**src/bmp_fifo.sv**
```systemverilog
module bmp_fifo #(
  parameter int unsigned W = 8
) (
  input  logic         clk,
  input  logic         rst_n,
  input  logic         push,
  input  logic [W-1:0] push_data,
  input  logic         pop,
  output logic [W-1:0] pop_data,
  output logic         empty,
  output logic         full
);
  logic [W-1:0] mem_r [2];
  logic         wp_r, wp_nxt;
  logic         rp_r, rp_nxt;
  logic [1:0]   cnt_r, cnt_nxt;

  assign empty    = (cnt_r == 2'd0);
  assign full     = (cnt_r == 2'd2);
  assign pop_data = mem_r[rp_r];

  always_comb begin
    wp_nxt  = push ? ~wp_r : wp_r;
    rp_nxt  = pop ? ~rp_r : rp_r;
    cnt_nxt = cnt_r + {1'b0, push} - {1'b0, pop};
  end

  always_ff @(posedge clk) begin
    if (!rst_n) begin
      wp_r  <= 1'b0;
      rp_r  <= 1'b0;
      cnt_r <= 2'd0;
    end else begin
      wp_r  <= wp_nxt;
      rp_r  <= rp_nxt;
      cnt_r <= cnt_nxt;
    end
  end

  always_ff @(posedge clk) begin
    if (push) mem_r[wp_r] <= push_data;
  end
endmodule

```
**config.mk**
```make
export PLATFORM = sky130hd
export DESIGN_NAME = bmp_fifo
export DESIGN_NICKNAME = d
export VERILOG_FILES = /design/src/bmp_fifo.sv
export SDC_FILE = /design/constraint.sdc
export NUM_CORES = 1
export LEC_CHECK = 0
export BUFFER_PORTS_ARGS = -buffer_cell sky130_fd_sc_hd__clkbuf_2
export CORE_MARGIN = 8
export CORE_UTILIZATION = 40
export CTS_BUF_LIST = sky130_fd_sc_hd__clkbuf_8 sky130_fd_sc_hd__clkbuf_16
export DETAILED_ROUTE_END_ITERATION = 10
export SYNTH_ARGS = -nofsm -noshare
export SYNTH_HDL_FRONTEND = slang
export SYNTH_SLANG_ARGS = --single-unit
```
**constraint.sdc**
```tcl
create_clock -name clk -period 1.5 [get_ports clk]
set_input_delay 0.225 -clock clk [delete_from_list [all_inputs] [get_ports clk]]
set_output_delay 0.225 -clock clk [all_outputs]
set_load 0.01 [all_outputs]
```
Word-level counts from Yosys, hierarchy flattened:

Memory sizes are Yosys's and may differ from the RTL's. A register that Yosys moved wholly into a read port is not among the register bits.
Index checks and enable logic that the tools add are counted.
Widths: inputs -> output; s select.

* register bits: 4
* bits in writable memories: 16
* bits of input ports: 12
* logic and storage cells: 14
* memories: 1

* add/subtract/negate cells: 2
* equality and inequality tests: 1
* muxes and demuxes: 4
* bitwise operators: 2
* reductions and logical operators: 1

Memory list
* mem_r: words 2, width 8, read ports 1, clocked after Yosys merged registers in 1, wr ports 1, line 13 `logic [W-1:0] mem_r [2];`

Operators with widths (count)
* $mux 1: 4
* $add 2x1->2: 1
* $eq 2x2->1 const B: 1
* $logic_not 2->1: 1
* $not 1->1: 2
* $sub 2x1->2: 1

Depth between registers and ports, before layout:

* depth in word-level cells: 3
* gate-level depth with buffers: 6
* gate-level depth less buffers: 6

Worst setup path before layout:

No wires, ideal clock.

* path kind: register to register
* start point: reg cnt_r[0]
* end point: reg cnt_r[1]
* library setup time: 0.065 ns
* arrival time: 1.086 ns
* slack: 0.349 ns
* stages on the path, launching flop included: 7
* path buffers: 0
* clock period less this slack: 1.151 ns
* cell sequence: dfxtp_1 > inv_1 > ha_1 > inv_1 > ha_1 > xnor3_1 > nor2b_1

* word-level cells in the longest chain between the ends: 2

Ends and longest elaborated chain
* start, declared: line 16 `logic [1:0] cnt_r, cnt_nxt;`
* start signal, assigned: line 36 `cnt_r <= cnt_nxt;`
* $add 2x1->2: line 25 `cnt_nxt = cnt_r + {1'b0, push} - {1'b0, pop};`
* $sub 2x1->2: line 25

No other way between the ends.
A chain may end at the register's enable or synchronous reset.

==> metrics.md <==
| Metric | Value |
|---|---|
| Status | finished, final reports clean |
| # rows | 16 |
| Final Util | 51.4% |
| I/O Buffers | 21 |
| Max Slew Vio Count | 0 |
| Worst path buffer plus inverter count | 1 |
| Routed wire length | 1280 um |
| DP Worst Slack | 0.229 ns |
| #FFs+latches synth | 21 |
| Die W | 60.7 um |
| First-pass DRT Iterations | 2 |
| Hold slack | 0.161 ns |
| Placed instance area | 942 sq um |
| Hold_buf cts | 0 |
| Post-synth EDFFs | 16 |
| CTS root buffer | clkbuf_8 |
| Max incr delay on CP | 0.44 ns |
| Period utilization | 93.3% |
| Post-route DRC | 0 |
| Die ar. | 3690 sq um |
| Largest net degree at the start of global routing | 12 |
| Average via count per standard cell | 4.44 |
| Post-synth top cells | edfxtp_1 (16), mux2_2 (8), dfxtp_1 (5), and2_1 (4), nor2b_1 (4) |
| Worst-Skew Late Latency | 0.25 ns |
| Clock slew at reported path FFs | 0.07 ns |
| Cell taking the most area after synthesis | edfxtp_1 |
| Kind of critical path | register to primary output |
| Final setup TNS | 0 ns |
| Clk sinks | 21 |
| Final HPWL DP | 985 um |
| Synthesis Warnings | 0 |
| Measured slew at the worst slew-check pin | 0.368 ns |
| Post-DRT Antenna Nets | 0 |
| Syn Nets | 60 |
| Relative slew slack | 75.4% |
| Maximum clock frequency | 714 MHz |
| Crit path time final | 1.40 ns |
| Synth Instances | 46 |
| Initial detailed-routing violation count | 2 |
| Post-layout worst setup margin | 0.0999 ns |
| DIE HEIGHT | 60.7 um |
| Worst min path class | input pin to register |
| Vias in the first global route | 496 |
| Family with the most delay on the worst path | flip-flops |
| First-pass GRT wire length | 2130 um |
| CTS tree | yes |
| MaxCap Viol Count | 0 |
| Cell with the most instances after synthesis | edfxtp_1 |
| Core footprint | 1920 sq um |
| Worst VDD drop | 685 uV |
| Synth async-reset ratio | 0% |
| Initial Util | 41.7% |
| Setup crit end kind | primary output |
| Synth Flop Type | edfxtp_1 |
| Initial antenna violation count | 0 |
| P&R area growth vs syn | 23.4% |
| WL per Instance | 13.1 um |
| Final Instance Area | 988 sq um |
| Worst setup SP type | register |
| Share of cells above drive strength 1 | 47.9% |
| Unrepaired setup endpoints after global routing | no |
| Synth Area per Inst | 17.4 sq um |
| Skew final | 0.00477 ns |
| Pleak | 0.407 nW |
| CTS buffer count | 3 |
| Post-synth top area share | 60.0% |
| DR vias | 435 |
| CP max-delay cell | dfxtp_2 |
| Seq/Total Area, Yosys | 72.5% |
| Placer Congestion | 0.617 |
| P per Cell Area | 1240 nW/um^2 |
| Nets | 86 |
| Worst EP required | 1.27 ns |
| Overall routing resource usage | 8.02% |
| ANT cells | 0 |
| Total gr overflow | 0 |
| CTS max path bufs | 2 |
| Netlist Area Pre-Place | 801 sq um |
| Worst-path fanout max | 8 |
| Final setup violation count | 0 |
| Post-synthesis cell type count | 12 |
| Crit path DAT | 1.18 ns |
| CP cell instances | mux2_2 > clkbuf_2 |
| I/O pins | 22 |
| Final-report hold violation count | 0 |
| H-tree lvl count | 1 |
| Ranking of synthesized cells by area | edfxtp_1 (60%), dfxtp_1 (13%), mux2_2 (11%) |
-- placed cells by master, fill, tap and decap left out --
cell,Yosys,layout
clkbuf_8,0,3
dfxtp_1,5,4
nor2b_1,4,4
xnor3_1,1,1
nor2_1,1,1
ha_1,2,2
o21a_1,1,1
edfxtp_1,16,16
and2_1,4,4
xor2_1,1,1
mux2_2,8,8
buf_4,0,1
dfxtp_2,0,1
inv_1,2,3
clkbuf_2,0,21
-- registers in the layout, indices dropped and copies added, names as in the netlist, named ones only --
name	count
mem_r	16
wp_r	1
rp_r	1
cnt_r	2
-- where the power goes --
part           switching [W]  total (W)  internal (W)
registers          0.0000252   0.000696      0.000671
logic              0.0000793   0.000183      0.000104
clock network       0.000161   0.000343      0.000181
total               0.000266    0.00122      0.000956
-- cells by family (layout without fill, tap and decap cells) --
group / after synthesis / after routing / synth area share (%)
xor+xnor: 2 / 2 / 3.91
fa+ha+maj: 2 / 2 / 3.12
simple gates: 9 / 9 / 6.72
buf+inv: 3 / 28 / 1.56
flops: 21 / 21 / 72.5
compound gates: 1 / 1 / 0.938
mux: 8 / 8 / 11.3
-- final cells by class --
cell class	instances	area [sq um]
Timing Repair Buffer	22	113
Clock inverter	1	3.75
Sequential cell	21	582
Clock buffer	3	41.3
Fill cell	173	933
Multi-Input combinational cell	22	208
Tap cell	27	33.8
Inverter	2	7.51
-- through the flow --
stage	cells	total power, W
after CTS	98	0.00124
final	98	0.00122
after floorplan	46	0.000819
after global placement	94	0.000889
after detailed placement	94	0.000897
after global routing	98	0.00128
-- repair_timing --
action / in CTS / in global routing
hold endpoints to repair: 0 / 0
setup buffers: 0 / 0
setup endpoints to repair: 8 / 0
resized for setup: 1 / 0
-- metal layers --
metal / global-route usage, % / share of wire, % / vias to the layer above
li1: - / - / 213
met1: 8.82 / 42 / 210
met2: 13.0 / 49 / 10
met3: 3.39 / 7.3 / 2
met4: 3.99 / 0.94 / 0
met5: 0 / 0 / -
-- worst paths after layout --
path         depth (start not counted)  slack [ns]                     to                start
max                                  2         0.1            pop_data[5]             register
max reg2reg                          6        0.25    cnt_r[1]$_SDFF_PN0_  cnt_r[0]$_SDFF_PN0_
min                                  1        0.16  mem_r[0][4]$_DFFE_PP_         push_data[4]
min reg2reg                          2        0.59               register    rp_r$_SDFFE_PN0P_
-- worst reg2reg max path, delay by kind of cell, from the launching register on --
kind,cells,cell delay [ns]
xor+xnor,1,0.20
flops,1,0.36
simple gates,1,0.10
buf+inv,2,0.11
fa+ha+maj,2,0.41
Power figures use the tool's default switching activity.
