## config.mk

```make
export PLATFORM = sky130hd
export DESIGN_NAME = bmp_front
export DESIGN_NICKNAME = d
export VERILOG_FILES = /design/src/bmp_pkg.sv /design/src/bmp_front.sv
export SDC_FILE = /design/constraint.sdc
export NUM_CORES = 1
export LEC_CHECK = 0
export BUFFER_PORTS_ARGS = -buffer_cell sky130_fd_sc_hd__buf_2
export CORE_ASPECT_RATIO = 0.9
export CORE_UTILIZATION = 41
export DETAILED_ROUTE_END_ITERATION = 12
export PLACE_DENSITY = 0.84
export SETUP_SLACK_MARGIN = 0.1
export SLEW_MARGIN = 10
export SYNTH_ARGS = -nofsm -noshare
export SYNTH_HDL_FRONTEND = slang
export SYNTH_SLANG_ARGS = --single-unit
export TNS_END_PERCENT = 20
```

## constraint.sdc

```tcl
create_clock -name vclk -period 2.9
set_clock_uncertainty 0.2 [all_clocks]
set_input_delay 0.435 -clock vclk [all_inputs]
set_output_delay 0.435 -clock vclk [all_outputs]
set_load 0.01 [all_outputs]
```

## src/bmp_pkg.sv

```systemverilog
package bmp_pkg;

  localparam int unsigned CNT_W = 10;
  localparam int unsigned VAL_W = 30;

  localparam logic [VAL_W-1:0] P_MOD = 30'd998244353;
  localparam logic [31:0] P_MOD_X1 = 32'd998244353;
  localparam logic [31:0] P_MOD_X2 = 32'd1996488706;
  localparam longint unsigned P_MOD_L = 64'd998244353;
  localparam longint unsigned BARRETT_MU_L = (64'd1 << 60) / 64'd998244353;
  localparam logic [30:0] BARRETT_MU = BARRETT_MU_L[30:0];

  function automatic longint unsigned mod_pow(longint unsigned base_in,
                                              longint unsigned expo_in);
    longint unsigned acc;
    longint unsigned b;
    longint unsigned e;
    acc = 64'd1;
    b = base_in % P_MOD_L;
    e = expo_in;
    while (e > 0) begin
      if (e[0]) acc = (acc * b) % P_MOD_L;
      b = (b * b) % P_MOD_L;
      e = e >> 1;
    end
    return acc;
  endfunction

endpackage

```

## src/bmp_front.sv

```systemverilog
module bmp_front #(
  parameter int unsigned MAX_N = 1024,
  parameter int unsigned AW    = 10
) (
  input  logic [bmp_pkg::CNT_W-1:0] total_count,
  input  logic [bmp_pkg::CNT_W-1:0] chosen_count,
  output logic [3*AW:0]             item
);
  import bmp_pkg::*;

  logic [CNT_W-1:0]    diff;
  logic                ok;
  logic [AW+CNT_W-1:0] n_ext, d_ext, k_ext;

  always_comb begin
    diff  = total_count - chosen_count;
    ok    = (chosen_count <= total_count) && ({22'd0, total_count} < 32'(MAX_N));
    n_ext = {{AW{1'b0}}, total_count};
    d_ext = {{AW{1'b0}}, diff};
    k_ext = {{AW{1'b0}}, chosen_count};
    item  = {ok, n_ext[AW-1:0], d_ext[AW-1:0], k_ext[AW-1:0]};
  end
endmodule

```

---- Word-level counts from Yosys, hierarchy flattened ----
Cells that the tools add are included.
word-level totals
  input port bits ......................... 20
  register bits after elaboration ......... 0
  output and inout bits ................... 31
  word-level logic and storage cells ...... 2
operators by class
  magnitude comparators ................... 1
  $add $sub $neg .......................... 1
operators with widths
  operator          count
  $le A10 B10 Y1    1
  $sub A10 B10 Y10  1

---- Depth between registers and ports, before layout ----
Gate-level depths: netlist of run 1.
  depth after elaboration ................. 1
  mapped depth ............................ 10
  gate-level depth less buffers ........... 9

---- Worst setup path before layout of run 1 ----
OpenSTA, ideal clock, no wires.
  kind .................................... input -> output
  start point ............................. input port total_count[0] (netlist bit)
  end point ............................... output port item[30]
  cell stages on the path ................. 10
  data required time ...................... 2.265 ns
  slack ................................... 0.282 ns
  arrival ................................. 1.983 ns
  path buffers ............................ 1
  cell sequence ........................... inv_1 ha_1 inv_1 fa_1 a211o_1 a21oi_1 a21oi_1 o21ai_0 a21oi_1 buf_4
on the way
  cells in the longest elaborated chain, start to end .. 1
ends and longest elaborated chain
  item            line             text
  from (decl)     bmp_front.sv:5   input logic [bmp_pkg::CNT_W-1:0] total_count,
  $le A10 B10 Y1  bmp_front.sv:17  ok = (chosen_count <= total_count) && ({22'd0, total_count} < 32'(MAX_N));
  to (decl)       bmp_front.sv:7   output logic [3*AW:0] item
No other way between the ends.

---- Worst setup path after layout of run 1 ----
  start point ............................. input port total_count[0] (netlist bit)
  end point ............................... output port item[16]
on the way
  cells in the longest elaborated chain, start to end .. 1
ends and longest elaborated chain
  item              line             text
  $sub A10 B10 Y10  bmp_front.sv:16  diff = total_count - chosen_count;
No other way between the ends.

==> results of run 1 <==
==> report_power, final <==
group	switching [uW]	internal (uW)	total, uW
Sequential	0	0	0
Combinational	102	92.6	195
Clock	0	0	0
==> cell type report <==
class,count,area share
multi-input combinational,52,0.557
timing repair buffer,54,0.354
inverter,14,0.0669
tap,14,0.0223
==> metal layers <==
metal  GRT usage  share of wire
met5           0              0
met4      0.0227              0
met3     0.00467          0.071
met2       0.277           0.49
met1       0.173           0.44
==> worst max-delay path: cells and delay by family <==
kind,cells,cell delay [ns]
fa+ha+maj,2,0.51
compound gates,2,0.49
buf+inv,4,0.34
simple gates,2,0.20
xor+xnor,1,0.12
==> timing repair <==
item	CTS	global route
buffers inserted	0	2
setup endpoints to repair	3	4
gates resized for setup	1	7
hold buffers	0	0
pin swaps	0	6
==> cells in the final DEF, fill, tap and decap left out, drive strengths merged, types with 2 or more instances in the layout <==
cell type / synthesis / layout
a21oi: 5 / 5
xor2: 2 / 2
nand2: 2 / 2
nor2: 7 / 7
xnor2: 5 / 5
o21ai: 3 / 3
nor2b: 3 / 3
inv: 14 / 14
o41ai: 2 / 2
ha: 10 / 10
buf: 21 / 54
==> per-stage QoR <==
stage,hold slack [ns],total power (uW),cells,util,setup WS [ns]
2_1_floorplan,0.762,135,87,-,0.282
3_3_place_gp,0.868,178,132,0.563,0.139
3_5_place_dp,0.867,185,132,0.563,0.0879
4_1_cts,0.867,187,132,0.566,0.128
5_1_grt,0.872,213,134,0.595,0.0708
6_report,0.867,195,134,0.595,0.154
==> kinds of logic after synthesis <==
group           after synthesis  share of synthesized area
compound gates               18                      0.205
xor+xnor                      7                     0.0986
fa+ha+maj                    11                      0.233
buf+inv                      35                      0.338
simple gates                 16                      0.125
==> final timing paths <==
kind | cells past startpoint | end | slack, ns
hold / removal | 2 | item[9] | 0.87
setup / recovery | 11 | item[16] | 0.15
==> flow_metrics.tcl, run 1 <==
set metrics [dict create \
    grt_pass1_vias 499 \
    syn_nets 118 \
    finalSetupTns_ns 0 \
    fmax_mhz 364 \
    drc_errors 0 \
    drtAntennaViolNets 0 \
    required_ns 2.27 \
    syn_avg_cell_area_um2 7.15 \
    synthTopCellsByCount "21 x buf_4, 14 x inv_1, 10 x ha_1" \
    maxSlewHeadroom 0.760 \
    slowest_stage "fa_2" \
    hold_start "chosen_count[9]" \
    place_area_um2 744 \
    slew_viol_final 0 \
    period_share 0.947 \
    die_h_um 38.9 \
    yosysMostFrequentCell "buf_4" \
    hold_viol_final 0 \
    synth_warnings 0 \
    grt_max_degree 6 \
    start_kind "input port" \
    cpPeakStageDelay_ns 0.39 \
    synth_seq_area_share 0 \
    synth_largest_area_cell "buf_4" \
    design_area_um2 786 \
    dp_hpwl_mm 1.18 \
    ys_top_cells_by_area "buf_4 25%, ha_1 20%, inv_1 8.5%" \
    p_leak_uw 0.000462 \
    die_w_um 43.1 \
    grt_use_total 0.140 \
    core_um2 1320 \
    vias_per_cell 4.87 \
    seq_area_um2 0 \
    clockBufferCount 0 \
    place.gp.congestion 0.733 \
    yosysUniqueCellTypes 25 \
    dr.first_iter.drc_count 14 \
    tightestPinTransition_ns 0.360 \
    io_buffers 51 \
    arrival_ns 2.11 \
    finalSetupViolCount 0 \
    syn_area_um2 622 \
    hold_path_class "in2out" \
    vias 652 \
    drt-wirelength-per-cell_um 10.5 \
    grt_pass1_wl_mm 1.88 \
    synth_cells 87 \
    n_sequential_cell 0 \
    status "complete, no violations" \
    drive_above_1_share 0.525 \
    synth_top_area_frac 0.254 \
    period_needed_ns 2.75 \
    ir_worst_vdd_mv 0.136 \
    antenna_found_initial 0 \
    fp.dieArea_um2 1680 \
    io_pins 51 \
    p_per_area_nw_per_um2 248 \
    critPathCaptureType "output port" \
    maxCapViolCount 0 \
    cp_max_fo 3 \
    grt_setup_unrepaired "yes" \
    fillers 136 \
    grt_overflow 0 \
    drtPass1Iterations 4 \
    setup.worst_path.start "total_count[0]" \
    fin_nets 153 \
    antennaDiodeCount 0 \
    path_class "in2out" \
    rows 12 \
    multiInputGateArea_um2 438 \
    initial_core_util 0.471 \
    routed_wl_mm 1.41 \
    worstPathCellList "buf_2, inv_2, ha_4, inv_2, fa_2, a211o_1, a21oi_2, nor2b_1, nor2_1, xnor2_1, buf_2" \
    area_growth_pct 26.4 \
]
No activity file was read; power rests on OpenSTA's default activity.
==> run 2, diff against run 1 <==
--- a/config.mk
+++ b/config.mk
@@ -5,11 +5,10 @@
 export SDC_FILE = /design/constraint.sdc
 export NUM_CORES = 1
 export LEC_CHECK = 0
-export BUFFER_PORTS_ARGS = -buffer_cell sky130_fd_sc_hd__buf_2
-export CORE_ASPECT_RATIO = 0.9
-export CORE_UTILIZATION = 41
+export CORE_AREA = 2 2 39 41
 export DETAILED_ROUTE_END_ITERATION = 12
-export PLACE_DENSITY = 0.84
+export DIE_AREA = 0 0 41 43
+export DONT_BUFFER_PORTS = 1
 export SETUP_SLACK_MARGIN = 0.1
 export SLEW_MARGIN = 10
 export SYNTH_ARGS = -nofsm -noshare
==> flow_metrics.tcl, run 2 (same netlist as run 1, synthesis figures left out) <==
set metrics [dict create \
    status "complete, no violations" \
    n_sequential_cell 0 \
    rows 14 \
    p_int_uw 48.8 \
    worstPathCellList "inv_1, ha_1, inv_1, fa_1, a211o_1, a21oi_2, o21ai_0, xor2_1" \
    fmax_mhz 383 \
    drtPass1Iterations 4 \
    postCtsSetupBuffers 0 \
    ir_worst_vdd_mv 0.0885 \
    crit_top_cell "inv_1" \
    io_buffers 0 \
    fp.dieArea_um2 1760 \
    critPathCaptureType "output port" \
    p_per_area_nw_per_um2 242 \
    period_needed_ns 2.61 \
    p_leak_uw 0.000244 \
    vias_per_cell 5.38 \
    sw_frac_of_total 0.587 \
    slowest_stage "fa_1" \
    required_ns 2.27 \
    power_switching_uw 69.3 \
    multiInputGateArea_um2 415 \
    antenna_found_initial 0 \
    hold_viol_final 0 \
    dr.first_iter.drc_count 5 \
    period_share 0.899 \
    cp_max_fo 3 \
    seq_area_um2 0 \
    clockBufferCount 0 \
    maxCapViolCount 0 \
    grt_use_total 0.101 \
    fillers 160 \
    drtAntennaViolNets 0 \
    top_usage_layer "met2" \
    start_kind "input port" \
    grt_use_met3 0.00524 \
    die_w_um 41 \
    drc_errors 0 \
    routed_wl_um 896 \
    pre_cts_slack_ns 0.218 \
    antennaDiodeCount 0 \
    clkPwrFrac 0 \
    grt_pass1_wl_mm 1.35 \
    slew_viol_final 0 \
    finalSetupViolCount 0 \
    mostFrequentLayoutCell "inv_1" \
    core_um2 1380 \
    arrival_ns 1.97 \
    finalHoldWorstSlack_ns 0.670 \
    seq_power_share 0 \
    fin_ws_ns 0.291 \
    grt_setup_unrepaired "no" \
    path_class "in2out" \
    use_met1 0.149 \
    grt_util_met2 0.166 \
    maxSlewHeadroom 0.763 \
    place.gp.congestion 0.726 \
    dp_hpwl_um 821 \
    tightestPinTransition_ns 0.352 \
    cpPeakStageDelay_ns 0.42 \
    final_cell_mix "14 x inv_1, 10 x ha_1, 7 x nor2_1" \
    drt-wirelength-per-cell_um 10.9 \
    die_h_um 43 \
    grt_pass1_vias 350 \
    initial_core_util 0.449 \
    vias 441 \
    fin_nets 99 \
    drive_above_1_share 0.0606 \
    hold_path_class "in2out" \
    power_frac_comb 1.000 \
    area_growth_pct -21.5 \
    post-route-util 0.353 \
    grt_max_degree 6 \
    finalSetupTns_ns 0 \
    io_pins 51 \
    grt_overflow 0 \
]
## run 2: final cells by class
| cell class | count | share of cell area |
|---|---|---|
| multi-input cells | 52 | 0.851 |
| inverters | 14 | 0.108 |
| well taps | 16 | 0.0410 |
## run 2: what timing repair did
item,in CTS,in global routing
hold buffers,0,0
hold endpoints to repair,0,0
gates resized for setup,0,1
endpoints found under the setup margin,0,3
## run 2: through the flow
step	total power [uW]	instance area (um^2)	cells
2_1_floorplan	135	622	87
3_3_place_gp	118	484	82
3_5_place_dp	119	484	82
4_1_cts	119	484	82
5_1_grt	133	488	82
6_report	118	488	82
## run 2: critical path, delay by kind of cell
family | cells | cell delay, ns
adder cells (fa/ha/maj) | 2 | 0.57
AO/OA/AOI/OAI | 3 | 0.62
XOR/XNOR | 1 | 0.27
buffers and inverters | 2 | 0.08
## run 2: power by group through the flow
stage          clock (uW)  sequential (uW)  combinational (uW)
3_5_place_dp            0                0                 119
5_1_grt                 0                0                 133
4_1_cts                 0                0                 119
2_1_floorplan           0                0                 135
6_report                0                0                 118
3_3_place_gp            0                0                 118
## run 2: routing by layer
metal | up-vias | wire length [um]
li1 | 229 | -
met1 | 197 | 408
met2 | 15 | 413
met3 | 0 | 73
met4 | 0 | 0
met5 | - | 0
## run 2: final timing paths
kind	depth (start not counted)	slack, ns	startpoint	to
worst max-delay path	8	0.29	total_count[0]	item[18]
worst min-delay path	0	0.67	total_count[3]	item[23]
==> run 3, diff against run 2 <==
--- a/config.mk
+++ b/config.mk
@@ -5,9 +5,8 @@
 export SDC_FILE = /design/constraint.sdc
 export NUM_CORES = 1
 export LEC_CHECK = 0
-export CORE_AREA = 2 2 39 41
+export CORE_UTILIZATION = 45
 export DETAILED_ROUTE_END_ITERATION = 12
-export DIE_AREA = 0 0 41 43
 export DONT_BUFFER_PORTS = 1
 export SETUP_SLACK_MARGIN = 0.1
 export SLEW_MARGIN = 10
==> flow_metrics.tcl, run 3 (same netlist as run 1, synthesis figures left out) <==
set metrics [dict create \
    initial_core_util 0.484 \
    seq_power_share 0 \
    antenna_found_initial 0 \
    drtAntennaViolNets 0 \
    hold_viol_final 0 \
    fin_ws_ns 0.249 \
    worstPathCellList "inv_1, ha_1, inv_1, fa_1, a211o_1, a21oi_2, o21ai_0, xor2_1" \
    slew_viol_final 0 \
    grt_max_degree 6 \
    p_per_area_nw_per_um2 247 \
    ir_worst_vdd_mv 0.113 \
    grt_pass1_vias 360 \
    crit_top_cell "inv_1" \
    seq_area_um2 0 \
    met3_length_um 91 \
    finalSetupTns_ns 0 \
    status "complete, no violations" \
    vias_per_cell 5.53 \
    sw_frac_of_total 0.591 \
    critPathTopFamily "compound AO/OA/AOI/OAI gates" \
    final_cell_mix "14 x inv_1, 10 x ha_1, 7 x nor2_1" \
    slowest_stage "fa_1" \
    drive_above_1_share 0.0606 \
    required_ns 2.27 \
    grt_overflow 0 \
    start_kind "input port" \
    arrival_ns 2.02 \
    antennaDiodeCount 0 \
    drt-wirelength-per-cell_um 12.0 \
    path_class "in2out" \
    fmax_mhz 377 \
    clkPwrFrac 0 \
    io_pins 51 \
    routed.top_layer "met3" \
    die_h_um 39.2 \
    maxCapViolCount 0 \
    pre_cts_slack_ns 0.205 \
    n_sequential_cell 0 \
    fp.dieArea_um2 1530 \
    finalSetupViolCount 0 \
    cpPeakStageDelay_ns 0.42 \
    grt_use_total 0.127 \
    grt_pass1_wl_mm 1.40 \
    p_int_uw 49.2 \
    core_um2 1280 \
    vias 448 \
    io_buffers 0 \
    die_w_um 39.2 \
    cp_max_fo 3 \
    period_needed_ns 2.65 \
    post-route-util 0.379 \
    drtPass1Iterations 4 \
    finalHoldWorstSlack_ns 0.670 \
    fin_nets 99 \
    grt_setup_unrepaired "no" \
    tightestPinTransition_ns 0.367 \
    dp_hpwl_um 846 \
    area_growth_pct -21.7 \
    hold_start "chosen_count[1]" \
    min_to "item[1]" \
    clockBufferCount 0 \
    p_leak_uw 0.000244 \
    cts_hold_buf 0 \
    wl_met1_um 392 \
    power_frac_comb 1.000 \
    totalPowerFinal_uw 120 \
    hold_path_class "in2out" \
    wl_met2_um 488 \
    rows 13 \
    dr.first_iter.drc_count 8 \
    routed_wl_um 973 \
    maxSlewHeadroom 0.752 \
    cp_num_buf_inv 2 \
    place.gp.congestion 0.744 \
    mostFrequentLayoutCell "inv_1" \
    drc_errors 0 \
    whs_path_depth 0 \
    power_switching_uw 70.9 \
    period_share 0.914 \
    critPathCaptureType "output port" \
]
run 3: cell counts in the layout (fill, tap and decap cells not counted):
Identical to the previous run, type by type.
run 3: metrics by stage:
| step | cell area [um^2] | std cells |
|---|---|---|
| after floorplan | 622 | 87 |
| after global placement | 483 | 81 |
| after detailed placement | 483 | 81 |
| after CTS | 483 | 81 |
| after global routing | 487 | 81 |
| final | 487 | 81 |
run 3: worst max path at each step:
stage,cells after the start,slack (ns),endpoint,startpoint
2_1_floorplan,10,0.28,item[30],total_count[0]
3_3_place_gp,8,0.26,item[18],total_count[0]
3_5_place_dp,8,0.20,item[18],total_count[0]
4_1_cts,8,0.20,item[18],total_count[0]
5_1_grt,9,0.12,item[16],total_count[0]
6_report,8,0.25,item[18],total_count[0]
run 3: final cells by class:
class	instances	area [um^2]
multi-input combinational	52	415
inverter	14	52.6
fill	144	798
tap	15	18.8
run 3: power groups by stage:
stage / clock, uW / sequential (uW) / combinational, uW
global placement: 0 / 0 / 118
finish: 0 / 0 / 120
floorplan: 0 / 0 / 135
CTS: 0 / 0 / 120
global route: 0 / 0 / 135
detailed placement: 0 / 0 / 119
run 3: per-layer routing:
metal | up-vias | track usage
met5 | - | 0
met4 | 0 | 0.00862
met1 | 199 | 0.152
met2 | 23 | 0.242
met3 | 0 | 0.0173
li1 | 226 | -
run 3: what timing repair did:
item,in CTS,in global routing
setup buffers,0,0
endpoints found under the setup margin,0,2
gates resized for setup,0,1
